===== config.mk =====
export PLATFORM = sky130hd
export DESIGN_NAME = dqs_delay_tap_calibration_core
export DESIGN_NICKNAME = d
export VERILOG_FILES = /design/src/hdl/dqsc_pkg.sv /design/src/hdl/dqsc_sweep.sv /design/src/hdl/dqsc_tap_enc.sv /design/src/hdl/dqs_delay_tap_calibration_core.sv
export SDC_FILE = /design/constraint.sdc
export NUM_CORES = 1
export LEC_CHECK = 0
export ABC_AREA = 1
export BUFFER_PORTS_ARGS = -buffer_cell sky130_fd_sc_hd__buf_2
export CORE_MARGIN = 2
export CORE_UTILIZATION = 54
export DETAILED_ROUTE_END_ITERATION = 8
export GPL_TIMING_DRIVEN = 0
export HOLD_SLACK_MARGIN = 0.06
export PLACE_DENSITY = 0.81
export RECOVER_POWER = 50
export SLEW_MARGIN = 20
export SYNTH_ARGS = -nofsm -noshare
export SYNTH_HDL_FRONTEND = slang
export SYNTH_HIERARCHICAL = 1
export SYNTH_SLANG_ARGS = --single-unit

===== constraint.sdc =====
create_clock -name clk -period 4.8 [get_ports clk]
set_clock_uncertainty 0.2 [all_clocks]
set_input_delay 1.44 -clock clk [delete_from_list [all_inputs] [get_ports clk]]
set_output_delay 1.44 -clock clk [all_outputs]
set_load 0.01 [all_outputs]

===== src/hdl/dqsc_pkg.sv =====
// Shared types and constants for the DQS delay tap calibration core.
// No dependencies.
`default_nettype none

package dqsc_pkg;

    localparam int TAP_W  = 6;
    localparam int WORD_W = 16;
    localparam int FAIL_W = 8;

    localparam logic OP_START  = 1'b0;
    localparam logic OP_REPORT = 1'b1;

    localparam logic [TAP_W-1:0] RST_MAX_TAP     = 6'd63;
    localparam logic [TAP_W-1:0] RST_DEFAULT_TAP = 6'd8;

    typedef enum logic [1:0] {
        REG_MAX_TAP     = 2'd0,
        REG_DEFAULT_TAP = 2'd1,
        REG_WIDE_BUS    = 2'd2,
        REG_SPLIT_CHAIN = 2'd3
    } reg_idx_t;

    typedef struct packed {
        logic [TAP_W-1:0] tap;
        logic             finished;
        logic             found;
        logic [TAP_W-1:0] low;
        logic [TAP_W-1:0] high;
    } sweep_res_t;

endpackage

`default_nettype wire


===== src/hdl/dqsc_sweep.sv =====
// Sweep state and per-beat window update.
// Depends on dqsc_pkg.
`default_nettype none

module dqsc_sweep
    import dqsc_pkg::*;
(
    input  wire logic              clk,
    input  wire logic              rst_n,
    input  wire logic              adv,
    input  wire logic              opcode,
    input  wire logic [FAIL_W-1:0] fail_count,
    input  wire logic [TAP_W-1:0]  max_tap,
    input  wire logic [TAP_W-1:0]  default_tap,
    output sweep_res_t             res
);

    logic             sweeping_reg, sweeping_next;
    logic [TAP_W-1:0] cur_reg, cur_next;
    logic             found_reg, found_next;
    logic [TAP_W-1:0] low_reg, low_next;
    logic [TAP_W-1:0] high_reg, high_next;
    logic [TAP_W-1:0] applied_reg, applied_next;

    always_comb
    begin
        logic           done;
        logic [TAP_W:0] sum;
        sweeping_next = sweeping_reg;
        cur_next      = cur_reg;
        found_next    = found_reg;
        low_next      = low_reg;
        high_next     = high_reg;
        applied_next  = applied_reg;
        done          = 1'b0;
        sum           = '0;
        if (opcode == OP_START)
        begin
            sweeping_next = 1'b1;
            cur_next      = '0;
            found_next    = 1'b0;
            low_next      = '0;
            high_next     = '0;
            applied_next  = '0;
        end
        else if (sweeping_reg)
        begin
            if (fail_count == '0)
            begin
                if (!found_reg)
                begin
                    low_next = cur_reg;
                end
                high_next  = cur_reg;
                found_next = 1'b1;
            end
            else if (found_reg)
            begin
                if (cur_reg != '0)
                begin
                    high_next = cur_reg - 1'b1;
                end
                done = 1'b1;
            end
            if (cur_reg >= max_tap)
            begin
                done = 1'b1;
            end
            if (done)
            begin
                sum = {1'b0, high_next} + {1'b0, low_next} + 1'b1;
                applied_next  = found_next ? sum[TAP_W:1] : default_tap;
                sweeping_next = 1'b0;
            end
            else
            begin
                cur_next     = cur_reg + 1'b1;
                applied_next = cur_reg + 1'b1;
            end
        end
    end

    always_ff @(posedge clk or negedge rst_n)
    begin
        if (!rst_n)
        begin
            sweeping_reg <= 1'b0;
            cur_reg      <= '0;
            found_reg    <= 1'b0;
            low_reg      <= '0;
            high_reg     <= '0;
            applied_reg  <= RST_DEFAULT_TAP;
        end
        else if (adv)
        begin
            sweeping_reg <= sweeping_next;
            cur_reg      <= cur_next;
            found_reg    <= found_next;
            low_reg      <= low_next;
            high_reg     <= high_next;
            applied_reg  <= applied_next;
        end
    end

    assign res.tap      = applied_next;
    assign res.finished = !sweeping_next;
    assign res.found    = found_next;
    assign res.low      = low_next;
    assign res.high     = high_next;

endmodule

`default_nettype wire


===== src/hdl/dqsc_tap_enc.sv =====
// Two-chain tap register word encoder.
// Depends on dqsc_pkg.
`default_nettype none

module dqsc_tap_enc
    import dqsc_pkg::*;
#(
    parameter int LOW_CHAIN_BITS   = 5,
    parameter int HIGH_CHAIN_SHIFT = 8
)
(
    input  wire logic [TAP_W-1:0]  tap,
    input  wire logic [TAP_W-1:0]  max_tap,
    input  wire logic              split_chain,
    output      logic [WORD_W-1:0] word
);

    localparam logic [TAP_W-1:0] LowMask = TAP_W'((1 << LOW_CHAIN_BITS) - 1);

    logic [TAP_W-1:0] half;
    logic [TAP_W-1:0] upper;

    assign half  = max_tap >> 1;
    assign upper = tap - half;

    always_comb
    begin
        if (split_chain && (tap > half))
        begin
            word = WORD_W'(tap & LowMask)
                 | (WORD_W'(upper) << HIGH_CHAIN_SHIFT);
        end
        else
        begin
            word = WORD_W'(tap);
        end
    end

endmodule

`default_nettype wire


===== src/hdl/dqs_delay_tap_calibration_core.sv =====
// Top level: APB registers, input stage, result register.
// Depends on dqsc_pkg, dqsc_sweep, dqsc_tap_enc.
//
//  channel | direction | handshake           | beat
//  in      | sink      | in_valid / in_stall   | opcode, fail_count
//  out     | source    | out_valid / out_stall | tap_value .. window_high
//  apb     | slave     | psel/penable/pready   | paddr, pwdata, prdata
//
// Input stage, then result register; one beat per cycle while out_stall is low;
// the sweep state update sits between the input stage and the result register.
// Reset clears the sweep state (applied tap 8) and the registers to defaults.
// out_stall backs up through the result register into in_stall in the same cycle.
`default_nettype none

module dqs_delay_tap_calibration_core
    import dqsc_pkg::*;
#(
    parameter int LOW_CHAIN_BITS   = 5,
    parameter int HIGH_CHAIN_SHIFT = 8
)
(
    input  wire logic              clk,
    input  wire logic              rst_n,
    input  wire logic              psel,
    input  wire logic              penable,
    input  wire logic              pwrite,
    input  wire logic [3:0]        paddr,
    input  wire logic [31:0]       pwdata,
    output      logic [31:0]       prdata,
    output      logic              pready,
    input  wire logic              in_valid,
    output      logic              in_stall,
    input  wire logic              opcode,
    input  wire logic [FAIL_W-1:0] fail_count,
    output      logic              out_valid,
    input  wire logic              out_stall,
    output      logic [TAP_W-1:0]  tap_value,
    output      logic [WORD_W-1:0] tap_word,
    output      logic              upper_lanes,
    output      logic              finished,
    output      logic              window_found,
    output      logic [TAP_W-1:0]  window_low,
    output      logic [TAP_W-1:0]  window_high
);

    logic [TAP_W-1:0] max_tap_reg;
    logic [TAP_W-1:0] default_tap_reg;
    logic             wide_bus_reg;
    logic             split_chain_reg;
    reg_idx_t         idx;
    logic             wr_en;

    assign pready = 1'b1;
    assign idx    = reg_idx_t'(paddr[3:2]);
    assign wr_en  = psel && penable && pwrite && pready;

    always_ff @(posedge clk or negedge rst_n)
    begin
        if (!rst_n)
        begin
            max_tap_reg     <= RST_MAX_TAP;
            default_tap_reg <= RST_DEFAULT_TAP;
            wide_bus_reg    <= 1'b1;
            split_chain_reg <= 1'b0;
        end
        else if (wr_en)
        begin
            unique case (idx)
                REG_MAX_TAP:     max_tap_reg     <= pwdata[TAP_W-1:0];
                REG_DEFAULT_TAP: default_tap_reg <= pwdata[TAP_W-1:0];
                REG_WIDE_BUS:    wide_bus_reg    <= pwdata[0];
                REG_SPLIT_CHAIN: split_chain_reg <= pwdata[0];
            endcase
        end
    end

    always_comb
    begin
        unique case (idx)
            REG_MAX_TAP:     prdata = 32'(max_tap_reg);
            REG_DEFAULT_TAP: prdata = 32'(default_tap_reg);
            REG_WIDE_BUS:    prdata = 32'(wide_bus_reg);
            REG_SPLIT_CHAIN: prdata = 32'(split_chain_reg);
        endcase
    end

    // input stage
    logic              s1_valid_reg;
    logic              s1_op_reg;
    logic [FAIL_W-1:0] s1_fail_reg;
    logic              out_free;
    logic              s1_adv;
    logic              in_acc;

    assign out_free = !out_valid || !out_stall;
    assign s1_adv   = s1_valid_reg && out_free;
    assign in_stall = s1_valid_reg && !out_free;
    assign in_acc   = in_valid && !in_stall;

    always_ff @(posedge clk or negedge rst_n)
    begin
        if (!rst_n)
        begin
            s1_valid_reg <= 1'b0;
        end
        else if (!in_stall)
        begin
            s1_valid_reg <= in_valid;
        end
    end

    always_ff @(posedge clk)
    begin
        if (in_acc)
        begin
            s1_op_reg   <= opcode;
            s1_fail_reg <= fail_count;
        end
    end

    sweep_res_t        res;
    logic [WORD_W-1:0] word;

    dqsc_sweep u_sweep (
        .clk         (clk),
        .rst_n       (rst_n),
        .adv         (s1_adv),
        .opcode      (s1_op_reg),
        .fail_count  (s1_fail_reg),
        .max_tap     (max_tap_reg),
        .default_tap (default_tap_reg),
        .res         (res)
    );

    dqsc_tap_enc #(
        .LOW_CHAIN_BITS   (LOW_CHAIN_BITS),
        .HIGH_CHAIN_SHIFT (HIGH_CHAIN_SHIFT)
    ) u_enc (
        .tap         (res.tap),
        .max_tap     (max_tap_reg),
        .split_chain (split_chain_reg),
        .word        (word)
    );

    // result register
    always_ff @(posedge clk or negedge rst_n)
    begin
        if (!rst_n)
        begin
            out_valid <= 1'b0;
        end
        else if (out_free)
        begin
            out_valid <= s1_valid_reg;
        end
    end

    always_ff @(posedge clk)
    begin
        if (s1_adv)
        begin
            tap_value    <= res.tap;
            tap_word     <= word;
            upper_lanes  <= wide_bus_reg;
            finished     <= res.finished;
            window_found <= res.found;
            window_low   <= res.low;
            window_high  <= res.high;
        end
    end

`ifndef SYNTH
    a_no_overrun: assert property (@(posedge clk) disable iff (!rst_n)
        (s1_valid_reg && out_valid && out_stall) |-> in_stall)
        else $error("input taken while pipeline blocked");

    a_out_from_s1: assert property (@(posedge clk) disable iff (!rst_n)
        $rose(out_valid) |-> $past(s1_valid_reg))
        else $error("result without input stage beat");

    a_s1_hold: assert property (@(posedge clk) disable iff (!rst_n)
        (s1_valid_reg && !s1_adv) |=> s1_valid_reg)
        else $error("input stage beat dropped");

    a_window_order: assert property (@(posedge clk) disable iff (!rst_n)
        (out_valid && window_found) |-> (window_low <= window_high))
        else $error("window ends out of order");

    a_window_empty: assert property (@(posedge clk) disable iff (!rst_n)
        (out_valid && !window_found) |-> (window_low == '0 && window_high == '0))
        else $error("window ends set without pass");
`endif

endmodule

`default_nettype wire


==> results.sh <==
export IMPL_p_leak_nw=2.93
export IMPL_antenna_found_initial=0
export IMPL_startpoint_type="flip-flop"
export IMPL_synth_cells=592
export IMPL_required_ps=4710
export IMPL_synthAdderAreaFrac_pct=5.21
export IMPL_synth_top_family_by_area="simple AND/OR/NAND/NOR gates"
export IMPL_synth_xor_area_share_pct=1.38
export IMPL_drive_gt1_share_pct=22.4
export IMPL_synthSimpleGateAreaFrac_pct=24.1
export IMPL_numPortBuffers=68
export IMPL_clkSinkCount=88
export IMPL_wl_per_cell_um=13.6
export IMPL_gp_congestion=0.978
export IMPL_cts_buffers=9
export IMPL_end_kind="flip-flop"
export IMPL_num_rows=35
export IMPL_hpwl_um=8410
export IMPL_async_flop_share_pct=47.7
export IMPL_post_route_min_period_ps=4350
export IMPL_htree_levels=3
export IMPL_die_area_mm2=0.0102
export IMPL_synth_mux_area_share_pct=0
export IMPL_coreArea_mm2=0.00920
export IMPL_worst_slack_ps=452
export IMPL_dp_cells=800
export IMPL_crit_buf_inv=3
export IMPL_cts_tree="yes"
export IMPL_num_antenna_cells=0
export IMPL_synth_edff_count=46
export IMPL_ir_drop_v=0.000199
export IMPL_ys_flop_type="edfxtp_1"
export IMPL_synthTopCellsByArea="edfxtp_1 (27%), dfrtp_1 (16%), nand2_1 (13%)"
export IMPL_clockBufferDepth=2
export IMPL_synthToLayoutAreaGrowth_pct=14.3
export IMPL_setup_viol_count_final=0
export IMPL_nNetsFinal=772
export IMPL_synthesis_area_mm2=0.00509
export IMPL_critical_path_top_delay_family="simple AND/OR/NAND/NOR gates"
export IMPL_grt_pass1_wl_um=18300
export IMPL_post_place_ws_ps=445
export IMPL_finalSetupTns_ps=0
export IMPL_vias=4144
export IMPL_path_cells="inv_2 -> ha_1 -> nand3_1 -> nand2_2 -> nand2_1 -> o211ai_1 -> o21ai_0 -> inv_1 -> fa_1 -> nand3b_1 -> nand3_1 -> nor2_1 -> nor2_1 -> nand2_1 -> nand4_1 -> o21ai_0 -> nor2_1 -> ha_1 -> nand2_1 -> clkinv_1 -> nand4_2 -> nand3_4 -> and2_4"
export IMPL_ys_ff_latch=88
export IMPL_maxSlewViolCount=56
export IMPL_clkSlewWorstSetupHoldPaths_ps=80
export IMPL_hp_class="reg2reg"
export IMPL_cpMaxStageDelayCell="dfrtp_1"
export IMPL_synth_compound_area_share_pct=9.21
export IMPL_crit_type="reg2reg"
export IMPL_cellPowerDensity_mw_per_mm2=474
export IMPL_critPathMaxFanout=7
export IMPL_ant_nets=0
export IMPL_yosysWarnings=6
export IMPL_initial_core_util_pct=55.4
export IMPL_io_pins=124
export IMPL_drtIter0Drc=295
export IMPL_largest_reg_flops=16
export IMPL_avgSynthCellArea_um2=8.61
export IMPL_fmax_mhz=230
export IMPL_tightest_slew_ps=2290
export IMPL_die_w_um=101
export IMPL_critPathArrivalTime_ps=4260
export IMPL_status="complete, but fails checks"
export IMPL_yosys_area_top_type_share_pct=27.1
export IMPL_max_cap_violations=2
export IMPL_fin_cells=816
export IMPL_dieHeight_um=101
export IMPL_detail_route_vias_per_cell=5.08
export IMPL_grt_max_degree=43
export IMPL_synth_cell_types=43
export IMPL_relSlewSlack_pct=-52.9
export IMPL_fin_util_pct=63.3
export IMPL_cpPeakStageDelay_ps=470
export IMPL_wl_um=11100
export IMPL_violations="capacitance limit, slew limit"
export IMPL_rsz0062_at_grt="no"
export IMPL_track_usage_pct=22.9
export IMPL_post_cts_setup_buffer_count=0
export IMPL_final_period_utilization_pct=90.6
export IMPL_clk_latency_ps=350
export IMPL_drc=0
export IMPL_yosysSeqAreaShare_pct=48.0
export IMPL_finalHoldViolations=0
export IMPL_cts_root_buf="clkbuf_8"
export IMPL_drt_first_pass_iters=6
export IMPL_grt_overflow_total=0
export IMPL_grt_pass1_vias=3879
export IMPL_synth_top_cell_by_area="edfxtp_1"
## stage by stage
stage	hold slack [ps]	power [mW]	area, um^2
final	273	2.76	5820
after global routing	278	2.97	5820
after CTS	269	2.78	5870
after detailed placement	255	2.32	5710
after global placement	256	2.27	5680
after floorplan	244	1.98	5200
## worst reg2reg max path: stages (launching register included)
cell      delay [ps]
dfrtp_1          470
inv_2            150
ha_1             260
nand3_1          140
nand2_2          120
nand2_1           80
o211ai_1          70
o21ai_0          140
inv_1            150
fa_1             440
nand3b_1         180
nand3_1          120
nor2_1            50
nor2_1            80
nand2_1           60
nand4_1           90
o21ai_0           90
nor2_1           270
ha_1             350
nand2_1          120
clkinv_1         100
nand4_2          100
nand3_4          120
and2_4           160
## final timing paths
kind	startpoint	end	slack, ps	depth (start not counted)
worst max-delay path	u_sweep/cur_reg[0]	tap_word[5]	450	23
worst min-delay path	u_sweep/applied_reg[3]	u_sweep/applied_reg[3]	270	2
worst max register to register	u_sweep/cur_reg[0]	tap_word[5]	450	23
worst min register to register	u_sweep/applied_reg[3]	u_sweep/applied_reg[3]	270	2
max in group asynchronous	rst_n	u_sweep/low_reg[2]	1510	1
min in group asynchronous	rst_n	default_tap_reg[0]	1570	1
## cells in the mapped netlist (7+ instances only)
| library cell | number |
|---|---|
| ha_1 | 18 |
| nand3_1 | 28 |
| dfstp_2 | 9 |
| nand2_1 | 172 |
| inv_1 | 63 |
| buf_4 | 37 |
| nor2_1 | 42 |
| o21ai_1 | 13 |
| inv_2 | 7 |
| a21oi_1 | 19 |
| dfrtp_1 | 33 |
| o21ai_0 | 28 |
| edfxtp_1 | 46 |
## routing by layer
layer  vias to the layer above  part of all wire (%)  GRT usage, %
li1                       2060                     -             -
met1                      1904                    44          30.7
met2                       164                    49          38.5
met3                        16                   5.4          2.42
met4                         0                   2.1          9.36
met5                         -                     0             0
## report_power, final
part	switching, mW	leakage, nW	internal, mW
clock	0.253	0.0840	0.203
combinational	0.766	1.87	0.433
sequential	0.0998	0.977	1.01
## logic make-up after synthesis
| logic type | after synthesis |
|---|---|
| xor gates and xnor gates | 8 |
| and+or+nand+nor | 274 |
| DFF | 88 |
| buffers and inverters | 120 |
| adders and majority gates | 20 |
| AOI/OAI and AO/OA | 79 |
| other | 3 |
## final cells by class
cell class / instances / area (um^2)
fill: 794 / 3370
sequential: 88 / 2440
multi-input combinational: 412 / 2120
timing repair buffer: 69 / 350
buffer: 48 / 338
inverter: 72 / 270
clock buffer: 13 / 149
tap: 111 / 139
clock inverter: 3 / 18.8
## cell usage in the layout (no fill, tap or decap), types with 2 or more instances in the layout
cell      instances
a21oi_1          18
buf_4            37
dfstp_2           8
nand2_1         174
ha_1             18
edfxtp_1         46
dfrtp_1          33
nor2_4            4
inv_2             6
fa_1              2
o21ai_0          32
nor2_2            3
nand4_1           5
o211ai_1          3
inv_1            64
buf_2            62
xnor2_1           2
clkbuf_1         17
conb_1           31
o21ai_1          10
o21bai_1          3
a21oi_2           5
buf_6             2
xor2_1            6
o21ai_2           5
clkinv_1          2
nor2_1           45
nand3_2           2
nand3_1          28
nor3_1            3
nand2_2           2
clkbuf_8         10
## what timing repair did
action / CTS / global route
resized for setup: 0 / 2
hold buffers: 0 / 0
endpoints found under the setup margin: 0 / 1
Note: power is estimated with default switching activity, not from simulation.
